--- src/design/mps_pkg.sv ---
// ----------------------------------------------------------------------------
// mps_pkg: shared types and constants of the multi-pattern scanner
// Request codes, default sizes and the control bundle that steps the
// window cells.
// ----------------------------------------------------------------------------
`default_nettype none

package mps_pkg;

  localparam int unsigned DEF_NUM_PATTERNS    = 8;
  localparam int unsigned DEF_MAX_PATTERN_LEN = 16;

  localparam int unsigned REQ_W   = 3;
  localparam int unsigned SLOT_FW = 3;
  localparam int unsigned POS_FW  = 4;
  localparam int unsigned LEN_FW  = 5;
  localparam int unsigned MASK_W  = 8;
  localparam int unsigned CNT_W   = 32;

  typedef enum logic [REQ_W-1:0] {
    REQ_LOAD    = 3'd0,
    REQ_LENGTH  = 3'd1,
    REQ_CONTENT = 3'd2,
    REQ_EOF     = 3'd3,
    REQ_READ    = 3'd4
  } req_type_e;

  localparam logic REPLY_VERDICT = 1'b0;
  localparam logic REPLY_COUNT   = 1'b1;

  // Control shared by every cell of the content window.
  typedef struct packed {
    logic shift;
    logic clear;
  } scan_ctl_t;

endpackage

`default_nettype wire

--- src/design/mps_slot.sv ---
// ----------------------------------------------------------------------------
// mps_slot: one pattern slot
// Stores the pattern bytes and length of one slot and presents the pattern
// reversed and aligned to its last byte, so that window position d meets
// pattern byte length-1-d.
// ----------------------------------------------------------------------------
`default_nettype none

module mps_slot #(
  parameter  int unsigned MAX_PATTERN_LEN = mps_pkg::DEF_MAX_PATTERN_LEN,
  localparam int unsigned PosW = (MAX_PATTERN_LEN > 1) ? $clog2(MAX_PATTERN_LEN) : 1,
  localparam int unsigned LenW = $clog2(MAX_PATTERN_LEN + 1)
) (
  input  logic                              clk_i,
  input  logic                              rst_ni,
  input  logic                              wr_byte_en_i,
  input  logic [PosW-1:0]                   wr_pos_i,
  input  logic [7:0]                        wr_byte_i,
  input  logic                              wr_len_en_i,
  input  logic [LenW-1:0]                   wr_len_i,
  output logic [LenW-1:0]                   len_o,
  output logic [MAX_PATTERN_LEN-1:0][7:0]   aligned_o,
  output logic [MAX_PATTERN_LEN-1:0]        care_o
);
  import mps_pkg::*;

  logic [7:0]                   pat_q [MAX_PATTERN_LEN];
  logic [LenW-1:0]              len_q;
  logic [MAX_PATTERN_LEN*8-1:0] rev_vec;
  logic [31:0]                  shift_amt;

  always_ff @(posedge clk_i) begin
    if (wr_byte_en_i) begin
      pat_q[wr_pos_i] <= wr_byte_i;
    end
  end

  always_ff @(posedge clk_i or negedge rst_ni) begin
    if (!rst_ni) begin
      len_q <= '0;
    end else if (wr_len_en_i) begin
      len_q <= wr_len_i;
    end
  end

  // Pattern byte j sits at byte MAX-1-j; shifting down by MAX-len bytes puts
  // pattern byte len-1-d at byte d.
  for (genvar j = 0; j < MAX_PATTERN_LEN; j++) begin : g_rev
    assign rev_vec[(MAX_PATTERN_LEN-1-j)*8 +: 8] = pat_q[j];
  end

  assign shift_amt = (32'(MAX_PATTERN_LEN) - 32'(len_q)) << 3;
  assign aligned_o = rev_vec >> shift_amt;

  for (genvar d = 0; d < MAX_PATTERN_LEN; d++) begin : g_care
    assign care_o[d] = 32'(len_q) > 32'(d);
  end

  assign len_o = len_q;

endmodule

`default_nettype wire

--- config.mk ---
export PLATFORM = sky130hd
export DESIGN_NAME = mps_slot
export DESIGN_NICKNAME = d
export VERILOG_FILES = /design/src/design/mps_pkg.sv /design/src/design/mps_slot.sv
export SDC_FILE = /design/constraint.sdc
export NUM_CORES = 1
export LEC_CHECK = 0
export BUFFER_PORTS_ARGS = -buffer_cell sky130_fd_sc_hd__clkbuf_2
export CELL_PAD_IN_SITES_DETAIL_PLACEMENT = 1
export CELL_PAD_IN_SITES_GLOBAL_PLACEMENT = 1
export CORE_ASPECT_RATIO = 0.6
export CORE_MARGIN = 5
export CORE_UTILIZATION = 45
export DETAILED_ROUTE_END_ITERATION = 7
export PLACE_DENSITY_LB_ADDON = 0.15
export SYNTH_ARGS = -nofsm -noshare
export SYNTH_HDL_FRONTEND = slang
export SYNTH_SLANG_ARGS = --single-unit
--- constraint.sdc ---
create_clock -name clk_i -period 3.65 [get_ports clk_i]
set_input_delay 0.365 -clock clk_i [delete_from_list [all_inputs] [get_ports clk_i]]
set_output_delay 0.365 -clock clk_i [all_outputs]
set_load 0.05 [all_outputs]
==> metrics.md <==
| Metric | Value |
|---|---|
| Crit share post-route | `a little over nine tenths` |
| Share of total power in combinational logic | `50.8%` |
| Final #Nets | `about 1100` |
| Highest-count cells in the layout ignoring fill and taps | `128 x edfxtp_1, 107 x nand2_1, 95 x buf_12, 88 x mux2i_1, 78 x clkbuf_2` |
| Worst-Skew Late Latency | `0.44 ns` |
| Critical path class | `reg2out` |
| PortBufs | `roughly 170` |
| GRT overflow | `0` |
| Reg-to-Reg Start | `len_o[0]$_DFFE_PN0P_` |
| Vias per inst | `around 6.7` |
| First-pass GRT wire length | `roughly 63 mm` |
| Worst min path class | `in2reg` |
| CP max FO | `43` |
| Die Ht | `125 um` |
| Psw | `roughly 3 mW` |
| Top Usage Layer GRT | `met2` |
| Worst R2R Setup Slack | `between 2 and 2.5 ns` |
| Switching part of the total power | `42.2%` |
| Grt met3 use | `~8%` |
| Post-DP HPWL | `approximately 32 mm` |
| Ports | `170` |
| WP data arrival | `3.21 ns` |
| Slowest-stage cell, CP | `dfrtp_4` |
| Hold Crit Depth | `3` |
| Root Driver | `clkbuf_16` |
| Worst Hold End | `len_o[1]$_DFFE_PN0P_` |
| Syn_area_per_cell | `between 10 and 15 um^2` |
| Setup Viol. Count Final | `0` |
| Synth area leaders | `edfxtp_1 39%, mux4_2 11%, mux2i_1 8.9%` |
| Pwr Total | `roughly 7.3 mW` |
| Setup TNS | `0 ns` |
| RD Place Congestion | `0.957` |
| Leakage | `between 5 and 6 nW` |
| Synth Flop Type | `edfxtp_1` |
| Sequential area share after synthesis | `about two fifths` |
| GRT Overall Usage | `33.0%` |
| TritonCTS sink count | `approximately 130` |
| Register share of total power | `about a quarter` |
| Actual slew at the worst max-slew pin | `~1.1 ns` |
| Final Util | `63.8%` |
| Setup crit start kind | `flip-flop` |
| Commonest non-fill, non-tap cell in the layout | `edfxtp_1` |
| Initial core utilization | `a little under half` |
| Share of total power in the clock network | `between 20% and 30%` |
| Tmin final | `about 3.6 ns` |
| RSZ-0062 raised after global routing | `yes` |
| Slowest stage delay, CP | `around 0.57 ns` |
| Status | `completed` |
| Pre-CTS setup slack | `approximately 0.23 ns` |
| Max_cap viols | `0` |
| Int Power | `between 4 and 5 mW` |
| Die Width | `roughly 200 um` |
| Largest net degree at the start of global routing | `84` |
| Warnings, synthesis | `0` |
| Synth area leader | `edfxtp_1` |
| Crit-path cells | `buf_4 > o41ai_4 > buf_12 > nand2_2 > nor3_1 > buf_4 > o211ai_1 > o221ai_2 > buf_12` |
| DR iter-0 viols | `1036` |
| Setup slack after layout | `about 0.074 ns` |
| WL/cell | `approximately 30 um` |
| Clock buffer depth | `2` |
| Slew Limit Headroom | `23.2%` |
| Peak supply drop | `approximately 0.00027 V` |
| Pwr Density | `around 520 mW/mm^2` |
| F_max | `~280 MHz` |
| Area growth, synth to finish | `40.8%` |
| CTS tree | `built` |
| ANT cells | `0` |
| Area share of the largest cell type after synthesis | `about two fifths` |
| R2R cell count | `3` |
| DRT antenna net count | `0` |
| CP endpoint kind | `output pin` |
| Final instance area | `around 0.014 mm^2` |
| Via count | `roughly 9600` |
| Number of synthesized flops with an enable pin | `~130` |
| Die Area | `0.0251 mm^2` |
| FF-to-FF End | `len_o[0]$_DFFE_PN0P_` |
| Clock buffer count from CTS | `17` |
| Asr flop ratio synth | `roughly 3.8%` |
| Residual DRC | `0` |
| Met1 usage | `around 47%` |
| First-pass DRT Iterations | `8` |
| Number of cell rows | `42` |
| HP Start | `wr_len_i[1]` |
| Synth Cell Area | `about 0.0099 mm^2` |
| Vias in the first global route | `roughly 9600` |
| Initial antenna violation count | `1` |
| Mapped Cells | `between 900 and 1000` |
| Clk slew on worst S/H paths | `roughly 0.060 ns` |
| Netlist cell types | `61` |
| Met2 GRT Util | `between 40% and 50%` |
| Max Slew Vio Count | `0` |
| Final hold violations | `0` |
| Total Wirelength | `42.2 mm` |
| Htree depth | `4` |
| Setup Skew | `0 ns` |
| Worst endpoint required time | `around 3.3 ns` |
| Post-Syn Nets | `974` |
| Placed Area | `between 0.01 and 0.015 mm^2` |
| Core Box Area | `between 0.02 and 0.025 mm^2` |
| Number of synthesized register bits | `~130` |
| Fraction of layout instances using a drive strength above 1 | `approximately two fifths` |
==> cells in the mapped netlist (all sizes together), types with 18 or more instances <==
cell type and number:
edfxtp 128, buf 51, nor2 114, o2bb2ai 20, clkbuf 31, nand3 18, o21ai 59, nand2 112
a21oi 31, o22ai 19, mux2 39, mux4 48, mux2i 88
==> worst max-delay path: cells and delay by family, from the launching register on <==
| kind | cells | cell delay (ns) |
|---|---|---|
| compound gates | 3 | 0.83 |
| buf+inv | 4 | 0.98 |
| flops | 1 | 0.57 |
| simple gates | 2 | 0.34 |
==> power by group through the flow <==
stage               clock network, mW  logic, mW  registers, mW
finish                           1.81       3.68           1.76
global route                     1.90       3.82           1.76
CTS                              1.82       3.59           1.75
detailed placement                  0       3.55           1.78
global placement                    0       3.51           1.78
floorplan                           0       2.23           1.78
==> metal layers <==
layer  wire length [um]  up-vias
met5                  0        -
met4               1530        0
met3               4390       95
met2              18400      638
met1              17900     4811
li1                   -     4022
==> flip-flops by register name (all words and copies together), names as in the netlist <==
name   count
len_o      5
pat_q    128
==> per-stage QoR <==
step                hold WS (ns)  cells
finish                     0.144   1418
global route               0.160   1418
CTS                        0.149   1414
detailed placement         0.191   1377
global placement           0.191   1377
floorplan                 0.0694    948
==> how the worst max path moves through the flow <==
stage / to / slack [ns] / from / cells past startpoint
after CTS: aligned_o[17] / 0.04 / len_o[0]$_DFFE_PN0P_ / 9
after detailed placement: aligned_o[113] / 0.23 / len_o[0]$_DFFE_PN0P_ / 10
final: aligned_o[8] / 0.07 / len_o[0]$_DFFE_PN0P_ / 9
after global placement: aligned_o[23] / 0.35 / len_o[0]$_DFFE_PN0P_ / 9
after global routing: aligned_o[8] / -0.01 / len_o[0]$_DFFE_PN0P_ / 9
after floorplan: aligned_o[87] / -0.13 / len_o[0]$_DFFE_PN0P_ / 13
==> logic make-up after synthesis <==
group                    synth area share, %
multiplexers                            24.3
AND/OR/NAND/NOR                         13.7
adder cells (fa/ha/maj)                0.632
AO/OA/AOI/OAI                           16.5
buffers and inverters                   4.46
XOR/XNOR                               0.253
flip-flops                              40.1
==> timing repair <==
item | in CTS | in global routing
pin swaps | 1 | 3
gates resized for setup | 11 | 28
hold endpoints to repair | 5 | 0
endpoints found under the setup margin | 45 | 46
setup buffers | 4 | 4
hold buffers | 1 | 0
==> cell type report <==
cell class,count,area (um^2)
sequential,133,3980
clock inverter,13,169
timing repair buffer,234,2780
clock buffer,19,453
fill,2193,7890
multi-input combinational,724,6150
inverter,9,37.5
tap,286,358
(Power assumes the default switching activity.)
