File: src/design/mps_pkg.sv
// ----------------------------------------------------------------------------
// mps_pkg: shared types and constants of the multi-pattern scanner
// Request codes, default sizes and the control bundle that steps the
// window cells.
// ----------------------------------------------------------------------------
`default_nettype none

package mps_pkg;

  localparam int unsigned DEF_NUM_PATTERNS    = 8;
  localparam int unsigned DEF_MAX_PATTERN_LEN = 16;

  localparam int unsigned REQ_W   = 3;
  localparam int unsigned SLOT_FW = 3;
  localparam int unsigned POS_FW  = 4;
  localparam int unsigned LEN_FW  = 5;
  localparam int unsigned MASK_W  = 8;
  localparam int unsigned CNT_W   = 32;

  typedef enum logic [REQ_W-1:0] {
    REQ_LOAD    = 3'd0,
    REQ_LENGTH  = 3'd1,
    REQ_CONTENT = 3'd2,
    REQ_EOF     = 3'd3,
    REQ_READ    = 3'd4
  } req_type_e;

  localparam logic REPLY_VERDICT = 1'b0;
  localparam logic REPLY_COUNT   = 1'b1;

  // Control shared by every cell of the content window.
  typedef struct packed {
    logic shift;
    logic clear;
  } scan_ctl_t;

endpackage

`default_nettype wire

File: src/design/mps_cell.sv
// ----------------------------------------------------------------------------
// mps_cell: one position of the content window
// Holds one recent content byte, passes it to the next cell on every content
// transaction and compares its incoming byte with the pattern byte that each
// slot aligns to this position.
// ----------------------------------------------------------------------------
`default_nettype none

module mps_cell #(
  parameter int unsigned NUM_PATTERNS = mps_pkg::DEF_NUM_PATTERNS
) (
  input  logic                             clk_i,
  input  logic                             rst_ni,
  input  mps_pkg::scan_ctl_t               ctl_i,
  input  logic [7:0]                       byte_i,
  output logic [7:0]                       byte_o,
  input  logic [NUM_PATTERNS-1:0][7:0]     aligned_i,
  input  logic [NUM_PATTERNS-1:0]          care_i,
  output logic [NUM_PATTERNS-1:0]          hit_o
);
  import mps_pkg::*;

  logic [7:0] byte_q;

  always_ff @(posedge clk_i or negedge rst_ni) begin
    if (!rst_ni) begin
      byte_q <= '0;
    end else if (ctl_i.clear) begin
      byte_q <= '0;
    end else if (ctl_i.shift) begin
      byte_q <= byte_i;
    end
  end

  assign byte_o = byte_q;

  // The compare uses the byte this cell takes in, so a hit reflects the
  // window after the new content byte has entered.
  for (genvar s = 0; s < NUM_PATTERNS; s++) begin : g_cmp
    assign hit_o[s] = !care_i[s] || (byte_i == aligned_i[s]);
  end

endmodule

`default_nettype wire

File: config.mk
export PLATFORM = sky130hd
export DESIGN_NAME = mps_cell
export DESIGN_NICKNAME = d
export VERILOG_FILES = /design/src/design/mps_pkg.sv /design/src/design/mps_cell.sv
export SDC_FILE = /design/constraint.sdc
export NUM_CORES = 1
export LEC_CHECK = 0
export ABC_AREA = 1
export BUFFER_PORTS_ARGS = -buffer_cell sky130_fd_sc_hd__buf_2
export CORE_ASPECT_RATIO = 2
export CORE_MARGIN = 4
export CORE_UTILIZATION = 43
export CTS_CLUSTER_SIZE = 16
export DETAILED_ROUTE_END_ITERATION = 10
export GPL_ROUTABILITY_DRIVEN = 0
export PLACE_DENSITY = 0.84
export SYNTH_ARGS = -nofsm -noshare
export SYNTH_HDL_FRONTEND = slang
export SYNTH_SLANG_ARGS = --single-unit
File: constraint.sdc
create_clock -name clk_i -period 0.9 [get_ports clk_i]
set_input_delay 0.09 -clock clk_i [delete_from_list [all_inputs] [get_ports clk_i]]
set_output_delay 0.09 -clock clk_i [all_outputs]
set_load 0.05 [all_outputs]
==> results of run 1 <==
[what timing repair did]
action,4_1_cts,5_1_grt
endpoints found under the hold margin,8,0
pin swaps,41,48
buffers inserted,3,1
resized for setup,110,61
cloned,6,5
setup endpoints to repair,16,9
hold buffers,1,0
[cell families (layout without fill, tap and decap cells)]
logic type | Yosys count | in the layout | synth area share (%)
AO/OA/AOI/OAI | 8 | 8 | 4.11
XOR/XNOR | 32 | 32 | 19.2
buffers and inverters | 54 | 170 | 19.9
flip-flops | 8 | 8 | 13.7
AND/OR/NAND/NOR | 166 | 166 | 43.2
[per-layer routing]
layer | up-vias | track usage [%] | share of wire [%]
met3 | 58 | 4.13 | 7.1
met5 | - | 0 | 0
li1 | 1015 | - | -
met4 | 0 | 11.6 | 7.4
met1 | 1041 | 20.9 | 29
met2 | 188 | 50.1 | 56
[critical path, cell delays in order]
cell     delay (ns)
buf_12         0.13
xnor2_2        0.19
nand2_1        0.11
nor2_1         0.13
nand2_1        0.10
nand2_2        0.10
buf_8          0.15
[area by class of cell]
| class | instances | area [sq um] |
|---|---|---|
| clock buffer | 3 | 41.3 |
| fill | 125 | 260 |
| inverter | 45 | 214 |
| multi-input combinational | 206 | 1310 |
| sequential | 8 | 205 |
| tap | 31 | 38.8 |
| timing repair buffer | 118 | 1110 |
| timing repair inverter | 4 | 50.0 |
[Yosys cell counts]
| master | n | share of area, % |
|---|---|---|
| dfrtp_1 | 8 | 14 |
| clkinv_4 | 2 | 1.2 |
| o21ai_2 | 4 | 2.4 |
| nand2_1 | 145 | 37 |
| xnor2_1 | 32 | 19 |
| inv_6 | 2 | 1.2 |
| inv_1 | 41 | 11 |
| or2_1 | 1 | 0.43 |
| o22ai_1 | 4 | 1.7 |
| nand3_1 | 4 | 1.4 |
| nor2_1 | 16 | 4.1 |
| buf_6 | 9 | 6.9 |
[through the flow]
step           TNS (ns)  setup WS (ns)  util (%)  cells
2_1_floorplan         0         0.0250         -    268
3_3_place_gp      -1.83         -0.250      61.1    396
3_5_place_dp      -1.99         -0.267      61.1    396
4_1_cts          -0.118        -0.0279      79.9    409
5_1_grt           -1.24         -0.214      91.9    415
6_report         -0.876         -0.197      91.9    415
[power by group through the flow]
stage	sequential (mW)	combinational, mW	clock, mW
after floorplan	0.472	0.542	0
after global placement	0.399	0.896	0
after detailed placement	0.401	0.914	0
after CTS	0.401	1.21	0.438
after global routing	0.403	1.59	0.471
final	0.401	1.52	0.457
[final timing paths]
kind	start	endpoint	slack, ns
min reg2reg	byte_o[0]	byte_o[0]	0.57
max reg2reg	byte_o[3]	byte_o[3]	0.19
max in group asynchronous	rst_ni	byte_o[1]	0.49
min in group asynchronous	rst_ni	byte_o[7]	0.22
min	byte_i[1]	byte_o[1]	0.18
max	byte_i[4]	hit_o[2]	-0.20
==> results.yml, run 1 <==
run_status:
  outcome: "complete, but fails checks"
  violations: "setup timing"
synthesis:
  syn-num-nets: 352
  ys_ff_latch: 8
  syn_area_sq_um: 1460
  postSynthAreaPerCell_sq_um: 5.45
  netlist_instances: 268
  yosysWarnings: 0
  synth.distinct_cells: 12
  ys_seq_area_share_pct: 13.7
final_layout:
  fin_nets: 470
  antennaDiodeCount: 0
  area_delta_synth_final_pct: 103
  fin_area_sq_um: 2970
  largest_reg_flops: 8
  layout_commonest_cell: "nand2_1"
  drive_above_1_share_pct: 53.4
  layout_common_cells: "nand2_1, buf_2, inv_1"
clock_tree:
  path_clk_slew_ns: 0.04
  numCtsBuffers: 3
  cts_tree: "done"
  cts-root-buf: "clkbuf_8"
  clock-sinks: 8
  clock_path_buffers: 2
  cts-htree-levels: 1
  clkLatencyLatePin_ns: 0.24
timing:
  final_hold_viol_count: 0
  slew_headroom_pct: 76.2
  slew_violations: 0
  tightest_slew_ns: 0.358
  setup_viol: 10
  rsz0062_at_grt: "true"
  whs_ns: 0.185
  min_period_ns: 1.10
  fin_worst_skew_ns: 0
  fmax_mhz: 912
  period_share_pct: 122
  fin_ws_ns: -0.197
global_routing:
  grt_max_degree: 11
  grt_first_pass_wirelength_microns: 8560
  first_global_vias: 2013
  grt_antenna_before_repair: 0
  grt.total_usage_pct: 24.4
  grt.overflow.total: 0
detailed_routing:
  vias_per_cell: 5.55
  routedWlPerCell_microns: 19.9
  postRouteWirelength_microns: 8250
  drt_pre_antenna_iters: 5
  num_vias: 2302
  ant_nets: 0
  drtIter0Drc: 136
  drc: 0
place:
  port_buffers: 99
  place_area_sq_um: 1970
  dp_hpwl_microns: 3750
power_and_ir_drop:
  combPwrFrac_pct: 64.0
  p_int_mw: 1.43
  p_switching_uw: 951
  power_frac_clock_pct: 19.2
  total_power_mw: 2.38
  peakVddDrop_uv: 1280
  pwr-share-seq_pct: 16.9
  p_leak_nw: 1.68
  p_sw_share_pct: 40.0
  p_per_area_nw_per_um2: 802
floorplan:
  num_rows: 29
  die_h_microns: 90.4
  initial_core_util_pct: 45.3
  core_area_sq_um: 3230
  die_w_microns: 49.2
  die_area_sq_um: 4450
  io_pins: 100
setup_path:
  crit_path_start_kind: "input pin"
  reg2regPathDepth: 2
  critical_path_arrival_ns: 1.01
  required_ns: 0.81
  crit_type: "input pin to output port"
  endpoint_kind: "output port"
  path_max_fanout: 9
worst_hold_path:
  hold_depth: 3
  hold_class: "input pin to flop"
job:
  cap_violations: 0
No activity file was read; power rests on OpenSTA's default activity.
==> inputs of run 2 (changes only) <==
--- a/config.mk
+++ b/config.mk
@@ -5,15 +5,14 @@
 export SDC_FILE = /design/constraint.sdc
 export NUM_CORES = 1
 export LEC_CHECK = 0
-export ABC_AREA = 1
 export BUFFER_PORTS_ARGS = -buffer_cell sky130_fd_sc_hd__buf_2
 export CORE_ASPECT_RATIO = 2
 export CORE_MARGIN = 4
-export CORE_UTILIZATION = 43
+export CORE_UTILIZATION = 41
 export CTS_CLUSTER_SIZE = 16
 export DETAILED_ROUTE_END_ITERATION = 10
 export GPL_ROUTABILITY_DRIVEN = 0
-export PLACE_DENSITY = 0.84
+export PLACE_DENSITY = 0.88
 export SYNTH_ARGS = -nofsm -noshare
 export SYNTH_HDL_FRONTEND = slang
 export SYNTH_SLANG_ARGS = --single-unit
==> results.yml, run 2 <==
run_status:
  outcome: "complete, but fails checks"
  violations: "setup timing"
setup_path:
  critical_path.most_common_cell: "buf_6"
  critical_path_arrival_ns: 1.24
  crit_path_start_kind: "input pin"
  rr_startpoint: "byte_o[6]"
  r2r_slack_ns: -0.05
  reg2regPathDepth: 2
  crit_path_end: "hit_o[5]"
  crit_type: "input pin to output port"
  max_stage_delay_ns: 0.28
  slowest_stage: "nand4_1"
  crit_chain: "buf_8, buf_6, xnor2_2, nand4_1, o21ai_4, buf_6"
  reg2reg_to: "byte_o[6]"
  path_max_fanout: 3
  worstSetupStartpoint: "byte_i[1]"
  endpoint_kind: "output port"
  required_ns: 0.81
floorplan:
  io_pins: 100
  num_rows: 26
  initial_core_util_pct: 43.3
  core_area_sq_um: 2570
  die_h_microns: 81.7
  die_area_sq_um: 3660
  die_w_microns: 44.8
synthesis:
  syn-num-nets: 206
  yosysWarnings: 0
  synth.top_cell.area_share_pct: 50.4
  synth_edf_count: 0
  synth.distinct_cells: 9
  postSynthAreaPerCell_sq_um: 9.12
  synth_ff_type: "dfrtp_1"
  yosysTopAreaCell: "xnor2_1"
  syn_area_sq_um: 1110
  ys_ff_latch: 8
  yosysMostFrequentCell: "xnor2_1"
  ys_seq_area_share_pct: 18.0
  synth_common_cells: "xnor2_1, nand4_1"
  netlist_instances: 122
  synthArstFlopShare_pct: 100
  synth_area_leaders: "xnor2_1, dfrtp_1, nand4_1"
timing:
  rsz0062_at_grt: "true"
  fmax_mhz: 753
  setup_viol: 13
  slew_headroom_pct: 75.5
  tightest_slew_ns: 0.366
  period_share_pct: 147
  slew_violations: 0
  final_hold_viol_count: 0
  min_period_ns: 1.33
  whs_ns: 0.173
  setup_tns_ns: -2.79
  fin_worst_skew_ns: 0
  fin_ws_ns: -0.427
final_layout:
  drive_above_1_share_pct: 79.2
  layout_common_cells: "buf_2, xnor2_2, buf_6"
  fillerInstances: 45
  layout_commonest_cell: "buf_2"
  largest_reg_flops: 8
  finalNonFillerCells: 264
  fin_nets: 317
  finish.utilization_pct: 97.0
  area_delta_synth_final_pct: 124
worst_hold_path:
  hold_depth: 2
  hold_class: "input pin to flop"
place:
  port_buffers: 99
  dp_cells: 254
  dp_hpwl_microns: 3570
clock_tree:
  clock-sinks: 8
  clock_path_buffers: 2
  path_clk_slew_ns: 0.04
  numCtsBuffers: 3
  cts-htree-levels: 1
  clkLatencyLatePin_ns: 0.23
  cts-root-buf: "clkbuf_8"
  cts_tree: "done"
global_routing:
  grt_antenna_before_repair: 2
  first_global_vias: 1771
  grt_first_pass_wirelength_microns: 9670
  grt.total_usage_pct: 38.1
  grt_max_degree: 10
  grt.overflow.total: 0
job:
  cap_violations: 0
detailed_routing:
  postRouteWirelength_microns: 9480
  drc: 0
  drtIter0Drc: 149
  vias_per_cell: 6.74
  ant_nets: 0
  drt_pre_antenna_iters: 4
  routedWlPerCell_microns: 35.9
  num_vias: 1780
power_and_ir_drop:
  peakVddDrop_uv: 1790
  p_per_area_nw_per_um2: 948
  p_leak_nw: 1.19
run 2: cells by family after synthesis:
kind of cell	share of synthesized area, %
buf+inv	9.11
flops	18.0
mux	7.20
simple gates	11.7
compound gates	3.60
xor+xnor	50.4
run 2: final cells by class:
class / instances / area, sq um / area share (%)
Antenna cell: 5 / 12.5 / 0.502
Clock buffer: 3 / 41.3 / 1.66
Multi-Input combinational cell: 104 / 1300 / 52.3
Sequential cell: 8 / 210 / 8.43
Tap cell: 28 / 35.0 / 1.41
Timing Repair Buffer: 116 / 891 / 35.7
run 2: metrics by stage:
step	power, mW	area [sq um]	setup slack, ns
floorplan	1.12	1490	-0.0426
global placement	1.44	2020	-0.336
detailed placement	1.48	2020	-0.352
CTS	2.10	2400	-0.210
global route	2.41	2490	-0.528
finish	2.36	2490	-0.427
run 2: how the worst min path moves through the flow:
stage,from,slack (ns),endpoint
detailed placement,rst_ni,-0.06,byte_o[1]
floorplan,rst_ni,-0.21,byte_o[0]
global placement,rst_ni,-0.07,byte_o[7]
global route,ctl_i[0],0.18,byte_o[0]
finish,ctl_i[0],0.17,byte_o[5]
CTS,ctl_i[0],0.12,byte_o[3]
run 2: repair_timing:
action,in CTS,in global routing
endpoints found under the hold margin,8,0
setup endpoints to repair,16,9
pin swaps,37,17
resized for setup,79,12
setup buffers,1,0
hold buffers,1,0
run 2: power breakdown:
part / internal [mW] / switching (mW) / leakage [nW]
clock network: 0.292 / 0.165 / 0.0216
logic: 0.717 / 0.781 / 1.07
registers: 0.385 / 0.0230 / 0.0946
total: 1.39 / 0.969 / 1.19
run 2: routing by layer:
| layer | GRT usage, % | share of wire, % |
|---|---|---|
| met1 | 32.6 | 24 |
| met2 | 72.8 | 47 |
| met3 | 8.55 | 13 |
| met4 | 25.5 | 15 |
| met5 | 0 | 0 |
run 2: critical path: cells and delay by family:
family	cells	cell delay, ns
simple gates	1	0.28
buf+inv	3	0.43
xor+xnor	1	0.22
compound gates	1	0.21
